==> config.mk <==
export PLATFORM = sky130hd
export DESIGN_NAME = run_length_histogram
export DESIGN_NICKNAME = d
export VERILOG_FILES = /design/src/hdl/rlh_pkg.sv /design/src/hdl/run_length_histogram.sv
export SDC_FILE = /design/constraint.sdc
export NUM_CORES = 2
export LEC_CHECK = 0
export BUFFER_PORTS_ARGS = -buffer_cell sky130_fd_sc_hd__buf_2
export CAP_MARGIN = 20
export CORE_UTILIZATION = 57
export CTS_CLUSTER_DIAMETER = 50
export DETAILED_ROUTE_END_ITERATION = 12
export GPL_TIMING_DRIVEN = 0
export PLACE_DENSITY_LB_ADDON = 0.2
export SLEW_MARGIN = 20
export SYNTH_ARGS = -nofsm -noshare
export SYNTH_HDL_FRONTEND = slang
export SYNTH_SLANG_ARGS = --single-unit
==> constraint.sdc <==
create_clock -name clk -period 17.3 [get_ports clk]
set_input_delay 0.865 -clock clk [delete_from_list [all_inputs] [get_ports clk]]
set_output_delay 0.865 -clock clk [all_outputs]
set_load 0.005 [all_outputs]
==> src/hdl/rlh_pkg.sv <==
package rlh_pkg;

  localparam int unsigned SAMPLE_W = 32;
  localparam int unsigned BIN_IDX_W = 3;
  localparam int unsigned RUN_CNT_W = 32;

  typedef struct packed {
    logic [SAMPLE_W-1:0] sample;
    logic                last_sample;
  } in_item_t;

  typedef struct packed {
    logic [BIN_IDX_W-1:0] bin_index;
    logic [RUN_CNT_W-1:0] up_run_count;
    logic [RUN_CNT_W-1:0] down_run_count;
    logic                 last_bin;
  } out_item_t;

endpackage

==> src/hdl/run_length_histogram.sv <==
// channel | direction | handshake            | payload
// --------+-----------+----------------------+---------------------------------
// in_     | input     | in_valid / in_ready  | rlh_pkg::in_item_t  (one sample)
// out_    | output    | out_valid / out_ready| rlh_pkg::out_item_t (one bin)
//
// one sample per cycle unless a last sample stalls, held in the input register while the run state updates
// a last sample copies both histograms to a readout bank and restarts the live counters
// the bank gives RUN_BINS items through the output register, one per cycle out_ready allows
// a further last sample stalls in the input register until the final bin leaves the bank
// rst_n (synchronous) clears run state, histograms, readout control and valid flags
module run_length_histogram #(
  parameter int unsigned RUN_BINS    = 6,
  parameter int unsigned COUNT_WIDTH = 32
) (
  input  logic               clk,
  input  logic               rst_n,
  input  logic               in_valid,
  output logic               in_ready,
  input  rlh_pkg::in_item_t  in_item,
  output logic               out_valid,
  input  logic               out_ready,
  output rlh_pkg::out_item_t out_item
);

  localparam int unsigned LEN_W = $clog2(RUN_BINS + 1);
  localparam int unsigned BIN_W = $clog2(RUN_BINS);

  // input register
  logic              in_vld_r;
  rlh_pkg::in_item_t in_r;

  // live run state
  logic [rlh_pkg::SAMPLE_W-1:0] first_r;
  logic [rlh_pkg::SAMPLE_W-1:0] prev_r;
  logic                         in_seq_r;
  logic [LEN_W-1:0]             up_len_r;
  logic [LEN_W-1:0]             dn_len_r;
  logic [COUNT_WIDTH-1:0]       up_hist_r [RUN_BINS];
  logic [COUNT_WIDTH-1:0]       dn_hist_r [RUN_BINS];

  // readout bank
  logic [COUNT_WIDTH-1:0]       snap_up_r [RUN_BINS];
  logic [COUNT_WIDTH-1:0]       snap_dn_r [RUN_BINS];
  logic                         rd_busy_r;
  logic [BIN_W-1:0]             rd_idx_r;

  // output register
  logic               out_vld_r;
  rlh_pkg::out_item_t out_item_r;

  // update logic
  logic [LEN_W-1:0]       up_len_nxt;
  logic [LEN_W-1:0]       dn_len_nxt;
  logic [1:0]             up_inc [RUN_BINS];
  logic [1:0]             dn_inc [RUN_BINS];
  logic [COUNT_WIDTH-1:0] up_hist_nxt [RUN_BINS];
  logic [COUNT_WIDTH-1:0] dn_hist_nxt [RUN_BINS];
  logic [COUNT_WIDTH:0]   up_sum [RUN_BINS];
  logic [COUNT_WIDTH:0]   dn_sum [RUN_BINS];
  logic [rlh_pkg::SAMPLE_W-1:0] first_eff;
  logic [1:0] step_en;
  logic [1:0] step_rise;

  logic rd_move;
  logic rd_last;
  logic bank_free;
  logic proc_fire;
  logic [63:0] up_ext;
  logic [63:0] dn_ext;

  assign rd_move   = rd_busy_r && (!out_vld_r || out_ready);
  assign rd_last   = (rd_idx_r == BIN_W'(RUN_BINS - 1));
  assign bank_free = !rd_busy_r || (rd_move && rd_last);
  // a last sample needs the readout bank, anything else goes straight through
  assign proc_fire = in_vld_r && (!in_r.last_sample || bank_free);
  assign in_ready  = !in_vld_r || proc_fire;

  // first sample of a sequence is its own reference for the cyclic compare
  assign first_eff = in_seq_r ? first_r : in_r.sample;
  // step 0: compare with previous sample, step 1: cyclic compare on the last sample
  assign step_en   = {in_r.last_sample, in_seq_r};
  assign step_rise = {in_r.sample > first_eff, in_r.sample > prev_r};

  always_comb begin
    up_len_nxt = up_len_r;
    dn_len_nxt = dn_len_r;
    for (int b = 0; b < RUN_BINS; b++) begin
      up_inc[b] = 2'd0;
      dn_inc[b] = 2'd0;
    end
    for (int k = 0; k < 2; k++) begin
      if (step_en[k]) begin
        if (step_rise[k]) begin
          // rise closes the down run
          for (int b = 0; b < RUN_BINS; b++) begin
            if (dn_len_nxt == LEN_W'(b + 1)) begin
              dn_inc[b] = dn_inc[b] + 2'd1;
            end
          end
          if (up_len_nxt < LEN_W'(RUN_BINS)) begin
            up_len_nxt = up_len_nxt + LEN_W'(1);
          end
          dn_len_nxt = LEN_W'(1);
        end else begin
          // non-rise closes the up run
          for (int b = 0; b < RUN_BINS; b++) begin
            if (up_len_nxt == LEN_W'(b + 1)) begin
              up_inc[b] = up_inc[b] + 2'd1;
            end
          end
          if (dn_len_nxt < LEN_W'(RUN_BINS)) begin
            dn_len_nxt = dn_len_nxt + LEN_W'(1);
          end
          up_len_nxt = LEN_W'(1);
        end
      end
    end
    // saturating bin counters
    for (int b = 0; b < RUN_BINS; b++) begin
      up_sum[b] = {1'b0, up_hist_r[b]} + (COUNT_WIDTH + 1)'(up_inc[b]);
      dn_sum[b] = {1'b0, dn_hist_r[b]} + (COUNT_WIDTH + 1)'(dn_inc[b]);
      up_hist_nxt[b] = up_sum[b][COUNT_WIDTH] ? '1 : up_sum[b][COUNT_WIDTH-1:0];
      dn_hist_nxt[b] = dn_sum[b][COUNT_WIDTH] ? '1 : dn_sum[b][COUNT_WIDTH-1:0];
    end
  end

  // input register
  always_ff @(posedge clk) begin
    if (!rst_n) begin
      in_vld_r <= 1'b0;
    end else if (in_ready) begin
      in_vld_r <= in_valid;
    end
    if (in_valid && in_ready) begin
      in_r <= in_item;
    end
  end

  // live run state, restarted after a last sample
  always_ff @(posedge clk) begin
    if (!rst_n) begin
      first_r  <= '0;
      prev_r   <= '0;
      in_seq_r <= 1'b0;
      up_len_r <= LEN_W'(1);
      dn_len_r <= LEN_W'(1);
      for (int b = 0; b < RUN_BINS; b++) begin
        up_hist_r[b] <= '0;
        dn_hist_r[b] <= '0;
      end
    end else if (proc_fire) begin
      if (in_r.last_sample) begin
        first_r  <= '0;
        prev_r   <= '0;
        in_seq_r <= 1'b0;
        up_len_r <= LEN_W'(1);
        dn_len_r <= LEN_W'(1);
        for (int b = 0; b < RUN_BINS; b++) begin
          up_hist_r[b] <= '0;
          dn_hist_r[b] <= '0;
        end
      end else begin
        first_r  <= first_eff;
        prev_r   <= in_r.sample;
        in_seq_r <= 1'b1;
        up_len_r <= up_len_nxt;
        dn_len_r <= dn_len_nxt;
        for (int b = 0; b < RUN_BINS; b++) begin
          up_hist_r[b] <= up_hist_nxt[b];
          dn_hist_r[b] <= dn_hist_nxt[b];
        end
      end
    end
  end

  // readout bank: loaded with the final histograms, drained one bin per move
  always_ff @(posedge clk) begin
    if (!rst_n) begin
      rd_busy_r <= 1'b0;
      rd_idx_r  <= '0;
    end else if (proc_fire && in_r.last_sample) begin
      rd_busy_r <= 1'b1;
      rd_idx_r  <= '0;
    end else if (rd_move) begin
      if (rd_last) begin
        rd_busy_r <= 1'b0;
        rd_idx_r  <= '0;
      end else begin
        rd_idx_r <= rd_idx_r + BIN_W'(1);
      end
    end
    if (proc_fire && in_r.last_sample) begin
      for (int b = 0; b < RUN_BINS; b++) begin
        snap_up_r[b] <= up_hist_nxt[b];
        snap_dn_r[b] <= dn_hist_nxt[b];
      end
    end
  end

  // counters wider than the output field give their low bits
  assign up_ext = 64'(snap_up_r[rd_idx_r]);
  assign dn_ext = 64'(snap_dn_r[rd_idx_r]);

  // output register
  always_ff @(posedge clk) begin
    if (!rst_n) begin
      out_vld_r <= 1'b0;
    end else if (rd_move) begin
      out_vld_r <= 1'b1;
    end else if (out_ready) begin
      out_vld_r <= 1'b0;
    end
    if (rd_move) begin
      out_item_r.bin_index      <= rlh_pkg::BIN_IDX_W'(rd_idx_r);
      out_item_r.up_run_count   <= up_ext[rlh_pkg::RUN_CNT_W-1:0];
      out_item_r.down_run_count <= dn_ext[rlh_pkg::RUN_CNT_W-1:0];
      out_item_r.last_bin       <= rd_last;
    end
  end

  assign out_valid = out_vld_r;
  assign out_item  = out_item_r;

  // a last sample always opens a readout burst
  a_last_loads_bank: assert property (@(posedge clk) disable iff (!rst_n)
    (proc_fire && in_r.last_sample) |=> rd_busy_r && (rd_idx_r == '0))
    else $error("last sample did not start readout");

  // live state restarts after a last sample
  a_last_restarts: assert property (@(posedge clk) disable iff (!rst_n)
    (proc_fire && in_r.last_sample) |=>
      (!in_seq_r && (up_len_r == LEN_W'(1)) && (dn_len_r == LEN_W'(1))))
    else $error("run state not restarted after last sample");

  // run lengths saturate at the bin count
  a_len_range: assert property (@(posedge clk) disable iff (!rst_n)
    (up_len_r <= LEN_W'(RUN_BINS)) && (dn_len_r <= LEN_W'(RUN_BINS)) &&
    (up_len_r != '0) && (dn_len_r != '0))
    else $error("run length out of range");

  // the final bin of a burst carries the top index
  a_last_bin_idx: assert property (@(posedge clk) disable iff (!rst_n)
    (out_vld_r && out_item_r.last_bin) |->
      (out_item_r.bin_index == rlh_pkg::BIN_IDX_W'(RUN_BINS - 1)))
    else $error("last bin flag on wrong bin");

endmodule

==> metrics.csv <==
metric;value;unit
status;completed;
grt ovf;0;
Cell Chain, Critical Path;clkbuf_1 -> clkbuf_1 -> mux2i_1 -> ha_1 -> nand4_1 -> nor4_1 -> and2_1 -> nor2_1 -> a211oi_1 -> nor2_1 -> mux2_2 -> ha_1 -> inv_1 -> fa_1 -> nand4b_1 -> nor4_2 -> nand3_1 -> or2_2 -> or2_2 -> clkbuf_1 -> clkbuf_1 -> nand2_1;
via count;30900;
pre-CTS WS;9.48;ns
worst hold path class;input pin to flop;
largest net degree at the start of global routing;99;
largest area contributor in the netlist;edfxtp_1;
Cell Area, Synth;0.0455;mm2
CTS tree;built;
Cells after DPL;4966;
top post-synthesis cells by count;edfxtp_1 (869), nand2_1 (570), a21oi_1 (425);
Setup Buffers After CTS;0;
Finished Layout Cells;5165;
ys async rst share;0;%
area growth from synthesis to layout;13.3;%
total track usage;27.9;%
headroom to the max-slew limit;31.2;%
Skew-Pair Late Insertion Delay;0.68;ns
RSZ-0062 raised after global routing;no;
cts bufs inserted;108;
setup violators final;0;
cell row count;103;
Slowest Stage Delay on Critical Path;0.84;ns
Slowest-stage cell, CP;a211oi_1;
prevailing post-synth register cell;edfxtp_1;
drt via density;5.99;
fin crit share;45.8;%
CTS Buffer Depth;3;
Post-Syn Instances;3787;
routed wl met3;7040;um
Synthesis Warnings;0;
Hold-fix buffers, CTS;0;
nets@finish;4185;
Post-Synth Adder-Cell Area;3.55;%
Die Wd;285;um
Synth Area in XOR/XNOR;5.62;%
share of the synthesized area in the top cell type;57.3;%
die area;0.0810;mm2
Final Hold Vio Count;0;
#FFs+latches synth;946;
sequential cell area fraction in the yosys report;60.7;%
Clock Tree Root;clkbuf_16;
post-route setup TNS;0;ns
post-synthesis compound-gate area fraction;7.08;%
share of layout cells above drive strength 1;11.0;%
clock skew;0.0348;ns
Leak;18.8;nW
post-synth cell types;78;
main combinational cell family by area after synthesis;simple AND/OR/NAND/NOR gates;
first-pass GRT wire length;173000;um
Buffers on Ports;106;
Final ANT Viol Nets;0;
Slew Limit Fails;0;
critical path fanouts, max;10;
arrival time worst endpoint;8.44;ns
Initial Util;57.6;%
peak supply drop;92.1;uV
Crit. End Element;flop;
Post-CTS Resized;0;
Max-Cap Viols;0;
DRT iter0 DRCs;3011;
drt total wl;113000;um
DRT Pass-1 Iters;6;
post-route setup slack;9.38;ns
CTS clk-pin slew, worst paths;0.06;ns
ANT cells;0;
mux cell area share after synthesis;6.24;%
cell mode on critical path;clkbuf_1;
met2 wire length;54000;um
DP HPWL;82200;um
Final Util;65.3;%
clk sink count;946;
top cells by area, synth;edfxtp_1 (57%), nand2_1 (4.7%), a21oi_1 (4.7%), xor2_1 (3.4%), dfxtp_1 (3.4%);
CP Data Required Time;17.82;ns
top-count cell post-synth;edfxtp_1;
top routing layer in use;met4;
Chip Height;285;um
Tmin final;7.92;ns
GPL Wtd Cong;0.890;
io pins;107;
fmax;0.126;GHz
EDFF count, synth;869;
Core Region;0.0790;mm2
met1 WL;47600;um
PD cells;104;mW/mm2
worst setup path class;flop to flop;
Syn Nets;3946;
# DRC;0;
Tightest Pin Transition;1.02;ns
Simple-Gate Fraction of Synth Area;14.3;%
initial antenna violation count;1;
Max H-tree Level;3;
vias in the first global route;30100;
syn_area_per_cell;12.0;um2
CP Launch Type;flop;
routed len/inst;21.8;um
-- state kept, by name, indices dropped and copies added (netlist names) --
| name | flops |
|---|---|
| dn_hist_r | 192 |
| dn_len_r | 3 |
| first_r | 32 |
| in_r | 33 |
| in_seq_r | 1 |
| in_vld_r | 1 |
| out_item | 68 |
| out_valid | 1 |
| prev_r | 32 |
| rd_busy_r | 1 |
| rd_idx_r | 3 |
| snap_dn_r | 192 |
| snap_up_r | 192 |
| up_hist_r | 192 |
| up_len_r | 3 |
-- layout by cell type (no fill, tap or decap), types with 112 or more instances in the layout --
master,synthesis,layout
nand3_1,140,140
a21oi_1,425,425
buf_2,20,126
nor2_1,191,190
clkbuf_16,0,112
nand2_1,570,570
xor2_1,179,179
xnor2_1,113,113
edfxtp_1,869,869
clkbuf_1,144,162
-- report_power, final --
group	total, mW	switching [mW]	internal [mW]
Combinational	0.337	0.211	0.126
Clock	2.32	0.926	1.39
Sequential	2.69	0.0772	2.62
-- final cells by class --
type	instances	area, um2
buffer	175	702
timing repair buffer	129	1070
sequential	946	27600
fill	5877	27400
inverter	112	428
multi-input combinational	2554	16800
clock buffer	139	2970
tap	1050	1310
clock inverter	60	641
-- path summary, 6_finish.rpt --
kind,start,to,slack [ns],cells past startpoint
setup / recovery,in_seq_r$_SDFFE_PN0P_,snap_dn_r[5][27]$_DFFE_PP_,9.38,22
hold / removal,in_item[21],in_r[21]$_DFFE_PP_,0.36,1
setup reg to reg,in_seq_r$_SDFFE_PN0P_,snap_dn_r[5][27]$_DFFE_PP_,9.38,22
hold reg to reg,rd_idx_r[2]$_SDFFE_PP0P_,out_item[67]$_DFFE_PP_,0.41,0
-- per-layer routing --
layer | vias up | track usage (%)
li1 | 14400 | -
met1 | 15300 | 38.3
met2 | 1094 | 45.2
met3 | 210 | 3.85
met4 | 0 | 10.7
met5 | - | 0
-- critical path: cells and delay by family (launching register included) --
| family | cells | cell delay (ns) |
|---|---|---|
| fa+ha+maj | 3 | 1.01 |
| flops | 1 | 0.32 |
| buf+inv | 5 | 1.65 |
| mux | 2 | 0.61 |
| compound gates | 1 | 0.84 |
| simple gates | 11 | 3.32 |
-- logic make-up (layout without fill, tap and decap cells) --
logic type      Yosys count  after routing
mux                     199            199
buf+inv                 287            615
fa+ha+maj               122            122
flops                   946            946
simple gates           1343           1343
compound gates          598            598
xor+xnor                292            292
-- metrics by stage --
stage                     power (mW)  hold slack [ns]  cell area [um2]
after CTS                       5.37            0.332            51600
final                           5.35            0.361            51600
after detailed placement        3.07            0.424            48000
after global routing            5.50            0.344            51600
after floorplan                 2.96            0.406            45500
after global placement          3.08            0.413            47400
Power figures use the tool's default switching activity.
